`src/hw/rtl/ccsd_pkg.sv`:
```
// Shared types and constants for the character canvas span drawing engine.
`timescale 1ns / 1ps

package ccsd_pkg;

    localparam int COL_W = 6;
    localparam int ROW_W = 5;

    localparam logic [2:0] MODE_LINE  = 3'd0;
    localparam logic [2:0] MODE_RECT  = 3'd1;
    localparam logic [2:0] MODE_ERASE = 3'd2;
    localparam logic [2:0] MODE_CLEAR = 3'd3;
    localparam logic [2:0] MODE_READ  = 3'd4;

    localparam logic [1:0] ST_DONE     = 2'd0;
    localparam logic [1:0] ST_DIAGONAL = 2'd1;
    localparam logic [1:0] ST_RANGE    = 2'd2;

    localparam logic [7:0] BLANK_CHAR = 8'd32;

    typedef struct packed {
        logic [2:0]       mode;
        logic [COL_W-1:0] x_start;
        logic [ROW_W-1:0] y_start;
        logic [COL_W-1:0] x_end;
        logic [ROW_W-1:0] y_end;
        logic [7:0]       fill_char;
    } cmd_t;

    typedef struct packed {
        logic [7:0] cell_char;
        logic [1:0] status;
    } rsp_t;

endpackage

```
`src/hw/rtl/ccsd_ctl.sv`:
```
// Command sequencer: range checks, span walking, clearing sweep and result register.
`timescale 1ns / 1ps

module ccsd_ctl #(
    parameter int CANVAS_ROWS = 20,
    parameter int CANVAS_COLS = 40,
    parameter int ROW_B       = 5,
    parameter int COL_B       = 6
) (
    input  logic                    clk,
    input  logic                    rst_n,
    input  logic                    cmd_valid,
    output logic                    cmd_ready,
    input  ccsd_pkg::cmd_t          cmd,
    output logic                    rsp_valid,
    input  logic                    rsp_ready,
    output ccsd_pkg::rsp_t          rsp,
    output logic                    mem_we,
    output logic                    mem_re,
    output logic [ROW_B+COL_B-1:0]  mem_addr,
    output logic [7:0]              mem_wdata,
    input  logic [7:0]              mem_rdata
);

    localparam int ADDR_W = ROW_B + COL_B;
    localparam logic [ccsd_pkg::COL_W:0] COLS_LIM = (ccsd_pkg::COL_W + 1)'(CANVAS_COLS);
    localparam logic [ccsd_pkg::ROW_W:0] ROWS_LIM = (ccsd_pkg::ROW_W + 1)'(CANVAS_ROWS);
    localparam logic [ccsd_pkg::COL_W-1:0] LAST_COL = (ccsd_pkg::COL_W)'(CANVAS_COLS - 1);
    localparam logic [ccsd_pkg::ROW_W-1:0] LAST_ROW = (ccsd_pkg::ROW_W)'(CANVAS_ROWS - 1);

    localparam logic [1:0] SPAN_TOP    = 2'd0;
    localparam logic [1:0] SPAN_LEFT   = 2'd1;
    localparam logic [1:0] SPAN_BOTTOM = 2'd2;
    localparam logic [1:0] SPAN_RIGHT  = 2'd3;

    typedef enum logic [4:0] {
        S_INIT   = 5'b00001,
        S_IDLE   = 5'b00010,
        S_SPAN   = 5'b00100,
        S_RDWAIT = 5'b01000,
        S_DONE   = 5'b10000
    } state_t;

    typedef struct packed {
        logic                        vert;
        logic [ccsd_pkg::COL_W-1:0]  fixed;
        logic [ccsd_pkg::COL_W-1:0]  lo;
        logic [ccsd_pkg::COL_W-1:0]  hi;
    } span_t;

    function automatic logic [ADDR_W-1:0] cell_addr(
        input logic [ccsd_pkg::ROW_W-1:0] row,
        input logic [ccsd_pkg::COL_W-1:0] col
    );
        cell_addr = {row[ROW_B-1:0], col[COL_B-1:0]};
    endfunction

    // The four outline spans of a box; a straight line is the same box with zero height or zero width.
    function automatic span_t span_setup(input ccsd_pkg::cmd_t c, input logic [1:0] idx);
        logic [ccsd_pkg::COL_W-1:0] ys6;
        logic [ccsd_pkg::COL_W-1:0] ye6;
        logic [ccsd_pkg::COL_W-1:0] xlo;
        logic [ccsd_pkg::COL_W-1:0] xhi;
        logic [ccsd_pkg::COL_W-1:0] ylo;
        logic [ccsd_pkg::COL_W-1:0] yhi;
        span_t s;
        ys6 = {1'b0, c.y_start};
        ye6 = {1'b0, c.y_end};
        xlo = (c.x_start < c.x_end) ? c.x_start : c.x_end;
        xhi = (c.x_start < c.x_end) ? c.x_end : c.x_start;
        ylo = (ys6 < ye6) ? ys6 : ye6;
        yhi = (ys6 < ye6) ? ye6 : ys6;
        unique case (idx)
            SPAN_TOP:    s = '{vert: 1'b0, fixed: ys6, lo: xlo, hi: xhi};
            SPAN_LEFT:   s = '{vert: 1'b1, fixed: c.x_start, lo: ylo, hi: yhi};
            SPAN_BOTTOM: s = '{vert: 1'b0, fixed: ye6, lo: xlo, hi: xhi};
            SPAN_RIGHT:  s = '{vert: 1'b1, fixed: c.x_end, lo: ylo, hi: yhi};
            default:     s = '{vert: 1'b0, fixed: ys6, lo: xlo, hi: xhi};
        endcase
        span_setup = s;
    endfunction

    state_t                       state_reg, state_next;
    ccsd_pkg::cmd_t               cmd_reg, cmd_next;
    ccsd_pkg::rsp_t               res_reg, res_next;
    ccsd_pkg::rsp_t               rsp_reg, rsp_next;
    logic                         rsp_valid_reg, rsp_valid_next;
    logic                         clear_cmd_reg, clear_cmd_next;
    logic [ccsd_pkg::ROW_W-1:0]   sw_row_reg, sw_row_next;
    logic [ccsd_pkg::COL_W-1:0]   sw_col_reg, sw_col_next;
    logic [1:0]                   span_idx_reg, span_idx_next;
    span_t                        span_reg, span_next;
    logic [ccsd_pkg::COL_W-1:0]   cur_reg, cur_next;

    logic                         start_ok;
    logic                         end_ok;
    logic                         accept;
    span_t                        first_span;
    span_t                        follow_span;
    logic [ccsd_pkg::ROW_W-1:0]   span_row;
    logic [ccsd_pkg::COL_W-1:0]   span_col;

    assign start_ok = ({1'b0, cmd.x_start} < COLS_LIM) && ({1'b0, cmd.y_start} < ROWS_LIM);
    assign end_ok   = ({1'b0, cmd.x_end} < COLS_LIM) && ({1'b0, cmd.y_end} < ROWS_LIM);
    assign cmd_ready = (state_reg == S_IDLE);
    assign accept    = cmd_valid && cmd_ready;
    assign first_span  = span_setup(cmd, SPAN_TOP);
    assign follow_span = span_setup(cmd_reg, span_idx_reg + 2'd1);
    assign span_row = span_reg.vert ? cur_reg[ccsd_pkg::ROW_W-1:0]
                                    : span_reg.fixed[ccsd_pkg::ROW_W-1:0];
    assign span_col = span_reg.vert ? span_reg.fixed : cur_reg;

    always_comb
    begin
        state_next     = state_reg;
        cmd_next       = cmd_reg;
        res_next       = res_reg;
        rsp_next       = rsp_reg;
        rsp_valid_next = rsp_valid_reg;
        clear_cmd_next = clear_cmd_reg;
        sw_row_next    = sw_row_reg;
        sw_col_next    = sw_col_reg;
        span_idx_next  = span_idx_reg;
        span_next      = span_reg;
        cur_next       = cur_reg;
        mem_we         = 1'b0;
        mem_re         = 1'b0;
        mem_addr       = cell_addr(sw_row_reg, sw_col_reg);
        mem_wdata      = ccsd_pkg::BLANK_CHAR;

        if (rsp_valid_reg && rsp_ready)
        begin
            rsp_valid_next = 1'b0;
        end

        unique case (state_reg)
            S_INIT:
            begin
                mem_we = 1'b1;
                if (sw_col_reg == LAST_COL)
                begin
                    sw_col_next = '0;
                    if (sw_row_reg == LAST_ROW)
                    begin
                        sw_row_next = '0;
                        state_next  = clear_cmd_reg ? S_DONE : S_IDLE;
                    end
                    else
                    begin
                        sw_row_next = sw_row_reg + 1'b1;
                    end
                end
                else
                begin
                    sw_col_next = sw_col_reg + 1'b1;
                end
            end
            S_IDLE:
            begin
                if (accept)
                begin
                    cmd_next = cmd;
                    res_next = '{cell_char: 8'd0, status: ccsd_pkg::ST_DONE};
                    state_next = S_DONE;
                    mem_addr = cell_addr(cmd.y_start, cmd.x_start);
                    unique case (cmd.mode)
                        ccsd_pkg::MODE_LINE, ccsd_pkg::MODE_RECT:
                        begin
                            if (!start_ok || !end_ok)
                            begin
                                res_next.status = ccsd_pkg::ST_RANGE;
                            end
                            else if (cmd.mode == ccsd_pkg::MODE_LINE
                                     && cmd.x_start != cmd.x_end
                                     && cmd.y_start != cmd.y_end)
                            begin
                                res_next.status = ccsd_pkg::ST_DIAGONAL;
                            end
                            else
                            begin
                                span_idx_next = SPAN_TOP;
                                span_next     = first_span;
                                cur_next      = first_span.lo;
                                state_next    = S_SPAN;
                            end
                        end
                        ccsd_pkg::MODE_ERASE:
                        begin
                            if (!start_ok)
                            begin
                                res_next.status = ccsd_pkg::ST_RANGE;
                            end
                            else
                            begin
                                mem_we = 1'b1;
                            end
                        end
                        ccsd_pkg::MODE_CLEAR:
                        begin
                            clear_cmd_next = 1'b1;
                            sw_row_next    = '0;
                            sw_col_next    = '0;
                            state_next     = S_INIT;
                        end
                        ccsd_pkg::MODE_READ:
                        begin
                            if (!start_ok)
                            begin
                                res_next.status = ccsd_pkg::ST_RANGE;
                            end
                            else
                            begin
                                mem_re     = 1'b1;
                                state_next = S_RDWAIT;
                            end
                        end
                        default:
                        begin
                        end
                    endcase
                end
            end
            S_SPAN:
            begin
                mem_we    = 1'b1;
                mem_addr  = cell_addr(span_row, span_col);
                mem_wdata = cmd_reg.fill_char;
                if (cur_reg == span_reg.hi)
                begin
                    if (span_idx_reg == SPAN_RIGHT)
                    begin
                        state_next = S_DONE;
                    end
                    else
                    begin
                        span_idx_next = span_idx_reg + 2'd1;
                        span_next     = follow_span;
                        cur_next      = follow_span.lo;
                    end
                end
                else
                begin
                    cur_next = cur_reg + 1'b1;
                end
            end
            S_RDWAIT:
            begin
                res_next.cell_char = mem_rdata;
                state_next = S_DONE;
            end
            S_DONE:
            begin
                if (!rsp_valid_reg || rsp_ready)
                begin
                    rsp_next       = res_reg;
                    rsp_valid_next = 1'b1;
                    state_next     = S_IDLE;
                end
            end
            default:
            begin
                state_next = S_IDLE;
            end
        endcase
    end

    always_ff @(posedge clk or negedge rst_n)
    begin
        if (!rst_n)
        begin
            state_reg     <= S_INIT;
            rsp_valid_reg <= 1'b0;
            clear_cmd_reg <= 1'b0;
            sw_row_reg    <= '0;
            sw_col_reg    <= '0;
            span_idx_reg  <= SPAN_TOP;
        end
        else
        begin
            state_reg     <= state_next;
            rsp_valid_reg <= rsp_valid_next;
            clear_cmd_reg <= clear_cmd_next;
            sw_row_reg    <= sw_row_next;
            sw_col_reg    <= sw_col_next;
            span_idx_reg  <= span_idx_next;
        end
    end

    always_ff @(posedge clk)
    begin
        cmd_reg  <= cmd_next;
        res_reg  <= res_next;
        rsp_reg  <= rsp_next;
        span_reg <= span_next;
        cur_reg  <= cur_next;
    end

    assign rsp_valid = rsp_valid_reg;
    assign rsp       = rsp_reg;

    a_no_rw_same_cycle: assert property (@(posedge clk) disable iff (!rst_n)
        !(mem_we && mem_re))
        else $error("Memory read and write issued in the same cycle.");

    a_span_in_bounds: assert property (@(posedge clk) disable iff (!rst_n)
        (state_reg == S_SPAN) |-> (cur_reg <= span_reg.hi))
        else $error("Span cursor ran past the span end.");

    a_read_completes: assert property (@(posedge clk) disable iff (!rst_n)
        (state_reg == S_RDWAIT) |=> (state_reg == S_DONE))
        else $error("Read did not complete after one wait cycle.");

    a_beat_from_done: assert property (@(posedge clk) disable iff (!rst_n)
        $rose(rsp_valid_reg) |-> ($past(state_reg) == S_DONE))
        else $error("Result beat raised outside the completion state.");

endmodule

```
`config.mk`:
```
export PLATFORM = sky130hd
export DESIGN_NAME = ccsd_ctl
export DESIGN_NICKNAME = d
export VERILOG_FILES = /design/src/hw/rtl/ccsd_pkg.sv /design/src/hw/rtl/ccsd_ctl.sv
export SDC_FILE = /design/constraint.sdc
export NUM_CORES = 1
export LEC_CHECK = 0
export BUFFER_PORTS_ARGS = -buffer_cell sky130_fd_sc_hd__buf_4
export CAP_MARGIN = 10
export CORE_UTILIZATION = 48
export CTS_CLUSTER_DIAMETER = 80
export DETAILED_ROUTE_END_ITERATION = 6
export PLACE_DENSITY = 0.7
export SYNTH_ARGS = -nofsm -noshare
export SYNTH_HDL_FRONTEND = slang
export SYNTH_SLANG_ARGS = --single-unit
```
`constraint.sdc`:
```
create_clock -name clk -period 3.4 [get_ports clk]
set_clock_uncertainty 0.15 [all_clocks]
set_input_delay 0.34 -clock clk [delete_from_list [all_inputs] [get_ports clk]]
set_output_delay 0.34 -clock clk [all_outputs]
set_load 0.005 [all_outputs]
```
# Word level (Yosys, flattened, before mapping)
# Cells that the tools add are included.
totals:
  regBits: 89
  wordCells: 158
classes:
  muxes: 70
  add_sub_neg: 4
  eq_ne: 30
  n_reduce_logical: 28
  order_cmp: 7
op_table:
  columns: ["operator", "count"]
  rows:
  - ["two-way mux 19 bit", 6]
  - ["two-way mux 5 bit", 17]
  - ["two-way mux 6 bit", 14]
  - ["case mux 19 bit (4 select lines)", 1]
  - ["case mux 19 bit (2 select lines)", 1]
  - ["case mux 5 bit (5 select lines)", 1]
  - ["case mux 6 bit (2 select lines)", 2]
  - ["case mux 11 bit (2 select lines)", 1]
  - ["two-way mux 2 bit", 8]
  - ["inequality test 2 bit (second input constant)", 8]
  - ["case mux 8 bit (2 select lines)", 1]
  - ["case mux 5 bit (3 select lines)", 1]
  - ["adder 6 x 1 -> 6 bit (second input constant)", 2]
  - ["less-than comparator 6 bit", 2]
  - ["less-than comparator 6 bit (second input constant)", 2]
  - ["AND reduction 6 bit", 2]
  - ["two-way mux 11 bit", 1]
  - ["== test 5 bit (second input constant)", 2]
  - ["less-than comparator 5 bit (second input constant)", 2]
  - ["two-way mux 1 bit", 10]
  - ["two-way mux 10 bit", 1]
  - ["case mux 5 bit (2 select lines)", 1]
  - ["two-way mux 8 bit", 1]
  - ["case mux 2 bit (2 select lines)", 2]
  - ["30 further kinds", 50]

# Longest topological paths before layout
logic_depth:
  word_depth: 8
  mapped_depth: 10
  depth_no_buf: 8

# Worst setup path after synthesis
# OpenSTA, ideal clock, no wires.
synth_path:
  path_type: "reg2reg"
  start: "register state_reg[3]"
  end: "register cur_reg[0] in the netlist's numbering (enable)"
  setup_ns: 0.378
  required_ns: 2.872
  path_slack_ns: 0.741
  stages_incl_launch_ff: 9
  t_arrival_ns: 2.130
  cell_sequence: "dfrtp_1 > or3_4 > or2_1 > buf_6 > clkinv_4 > nand2_4 > o21ai_1 > and2_1 > a21boi_0"
synth_between:
  elab_chain_cells: 4
synth_lines:
  columns: ["element", "line", "source"]
  rows:
  - ["start, declared", "ccsd_ctl.sv:83", "state_t state_reg, state_next;"]
  - ["start signal, assigned", "ccsd_ctl.sv:280", "state_reg <= state_next;"]
  - ["== test 5 x 2 -> 1 bit (*)", "ccsd_ctl.sv:105", "assign cmd_ready = (state_reg == S_IDLE);"]
  - ["via cmd_ready", "ccsd_ctl.sv:13", "output logic cmd_ready,"]
  - ["logical AND 1 bit", "ccsd_ctl.sv:106", "assign accept = cmd_valid && cmd_ready;"]
  - ["inequality test 2 x 1 -> 1 bit (no line)", null, null]
  - ["AND reduction 6 bit (no line) (*)", null, null]
  - ["end signal, assigned", "ccsd_ctl.sv:295", "cur_reg <= cur_next;"]
  - ["end, declared", "ccsd_ctl.sv:93", "logic [ccsd_pkg::COL_W-1:0] cur_reg, cur_next;"]
# Mark *: on every way through the listed nets, which the timed path passes. The rest lies on a longest branch.
# A chain may end at the register's enable or synchronous reset.

# Worst setup path in the final report
layout_path:
  start: "register state_reg[2]"
  end: "output port mem_addr[4]"
layout_between:
  elab_chain_cells: 4
layout_lines:
  columns: ["element", "line", "source"]
  rows:
  - ["== test 5 x 2 -> 1 bit", "ccsd_ctl.sv:105, ccsd_ctl.sv:136", null]
  - ["logical AND 1 bit", "ccsd_ctl.sv:106", null]
  - ["two-way mux 11 bit", "ccsd_ctl.sv:160", "if (accept)"]
  - ["case mux 11 bit (2 select lines) (*)", "ccsd_ctl.sv:136", "unique case (state_reg)"]
  - ["end, declared", "ccsd_ctl.sv:20", "output logic [ROW_B+COL_B-1:0] mem_addr,"]
# Every way passes the cells marked *; elsewhere a longest branch is shown, timed or not.

==> results.json <==
{
  "synth_cell_types": 67,
  "place_congestion": 0.955,
  "die_w_um": 106,
  "antenna_found_initial": 0,
  "drtAntennaViolNets": 0,
  "yosys.area.top_type": "edfxtp_1",
  "tns_ns": 0,
  "cts_root_buf": "clkbuf_8",
  "setup_viol": 0,
  "vias": 4101,
  "fin_crit_ns": 3.15,
  "h-tree-depth": 3,
  "tritoncts": "yes",
  "first_pass_iters": 6,
  "cts_sinks": 89,
  "pwr_density_cell_mw_per_mm2": 620,
  "leakagePower_nw": 2.57,
  "grt_max_degree": 26,
  "cpLargestDelayFamily": "simple AND/OR/NAND/NOR gates",
  "wl_um": 13200,
  "synth_flop_cell": "edfxtp_1",
  "critPathRequiredTime_ns": 2.91,
  "rows": 37,
  "maxCapViolCount": 0,
  "post_drt_wl_per_cell_um": 18.9,
  "cp-start-kind": "flop",
  "synth.most_common_cell": "edfxtp_1",
  "synth_top_area_frac": 0.400,
  "clk-insertion-delay-late_ns": 0.37,
  "cp_data_arrival_time_ns": 2.66,
  "numCtsBuffers": 9,
  "synth_edf_count": 69,
  "wl_met2_um": 6190,
  "grt_setup_unrepaired": "false",
  "grt_pass1_wl_um": 20800,
  "cp_max_fo": 24,
  "synth-seq-cells": 89,
  "dp_cells": 673,
  "syn_to_final_growth_pct": 19.2,
  "wl_met1_um": 5820,
  "critical_path.cell_chain": "or3_4 -> or2_1 -> clkinv_4 -> nand2_4 -> clkinv_4 -> nor2_4 -> a221o_1 -> buf_4",
  "instances_no_fill": 699,
  "synth_common_cells": "edfxtp_1 (69), mux2i_1 (38), nor2_1 (37), o21ai_0 (32), nand2_1 (26)",
  "path_buf_inv": 3,
  "diodes": 0,
  "grt_usage": 0.245,
  "max_freq_ghz": 0.318,
  "routed.top_layer": "met4",
  "cp_common_cell": "clkinv_4",
  "report.final.slew_viol_count": 0,
  "vias_per_cell": 5.87,
  "cts_buffer_depth": 2,
  "post-route-period-util": 0.926,
  "cp_slowest_cell": "dfrtp_1",
  "async_reset_ff_frac": 0.225,
  "post-place-ws_ns": 0.410,
  "path_class": "flop to output pin",
  "core_sq_mm": 0.0104,
  "finalHoldViolCount": 0,
  "nets": 625,
  "synth_area_leaders": "edfxtp_1 (40%), dfrtp_1 (9.2%), mux2i_1 (7.3%)",
  "status": "finished clean",
  "drive_gt1_frac": 0.224,
  "ir_drop_mv": 0.409,
  "grt_pass1_vias": 4044,
  "met3_wirelength_um": 812,
  "drc": 0,
  "setup_slack_ns": 0.251,
  "die_area_sq_mm": 0.0112,
  "synthCells": 471,
  "slowest_delay_ns": 0.47,
  "synth_fp_nets": 538,
  "end_kind": "output pin",
  "yosysWarnings": 0,
  "hold_path.class": "input port to flop",
  "synth-seq-area-share": 0.497,
  "maxSlewHeadroom": 0.406,
  "dp_hpwl_um": 9960,
  "worst_slew_pin_slew_ns": 0.890,
  "die_h_um": 106,
  "synth_area_sq_mm": 0.00518,
  "largest_register_ffs": 30,
  "overflow": 0,
  "ios": 78,
  "drtIter0Drc": 386,
  "start_util": 0.498,
  "cts.reportedPaths.clkPinSlew_ns": 0.10,
  "avgSynthCellArea_sq_um": 11.0,
  "port_buffers": 77
}
worst paths after layout:
kind	end	slack, ns	start	cells after the start
max in group asynchronous	state_reg[0]$_DFFE_PN1P_	2.60	rst_n	2
worst min register to register	rsp[2]$_DFFE_PP_	0.28	res_reg[2]$_DFFE_PP_	0
worst max register to register	cur_reg[3]$_DFFE_PP_	0.41	state_reg[2]$_DFFE_PN0P_	7
worst min-delay path	cmd_reg[17]$_DFFE_PP_	0.02	cmd[17]	1
min in group asynchronous	clear_cmd_reg$_DFFE_PN0P_	0.23	rst_n	2
worst max-delay path	mem_addr[4]	0.25	state_reg[2]$_DFFE_PN0P_	8
layer usage:
metal / vias to the layer above / global-route usage
met5: - / 0
met1: 1963 / 0.323
met4: 0 / 0.106
met2: 159 / 0.393
met3: 29 / 0.0503
li1: 1950 / -
per-stage QoR:
step / utilization / total power, mW / area, sq um / hold WS (ns)
after CTS: 0.593 / 3.82 / 6170 / 0.00942
after global placement: 0.565 / 3.08 / 5890 / 0.0835
after detailed placement: 0.565 / 3.11 / 5890 / 0.0870
after global routing: 0.593 / 4.04 / 6180 / 0.00588
final: 0.593 / 3.83 / 6180 / 0.0195
after floorplan: - / 2.59 / 5180 / -0.106
where the power goes:
part | switching, mW | total, mW | internal, mW
sequential | 0.212 | 1.67 | 1.46
combinational | 0.816 | 1.45 | 0.638
clock | 0.425 | 0.706 | 0.281
total | 1.45 | 3.83 | 2.38
placed cells by master, fill, tap and decap left out, types with 16 or more instances in the layout:
master and instances:
a21oi_1 18, o21ai_0 32, buf_4 85, and2_1 16, nor2_1 37, edfxtp_1 69, mux2i_1 38, inv_1 23
dfrtp_1 19, nand2_1 26, ha_1 22
timing repair:
item / in CTS / in global routing
buffers inserted: 0 / 0
hold endpoints to repair: 29 / 0
endpoints found under the setup margin: 0 / 4
hold buffers: 10 / 0
gates resized for setup: 0 / 1
final cells by class:
type / instances / area [sq um]
sequential: 89 / 2570
clock inverter: 7 / 61.3
multi-input combinational: 338 / 2410
clock buffer: 9 / 124
tap: 136 / 170
inverter: 25 / 104
timing repair buffer: 95 / 738
fill: 884 / 4240
worst register-to-register path, cell delays in order (launching register included):
cell      delay (ns)
dfrtp_1         0.47
or3_4           0.44
or2_1           0.34
clkinv_4        0.12
nand2_4         0.08
o21ai_1         0.14
and2_1          0.17
a21boi_0        0.71
kinds of logic after synthesis:
kind of cell    after synthesis  synth area share
compound gates              117             0.159
buf+inv                      44            0.0401
fa+ha+maj                    23            0.0550
xor+xnor                     17            0.0287
flops                        89             0.497
mux                          39            0.0756
simple gates                142             0.145
Note: power is estimated with default switching activity, not from simulation.
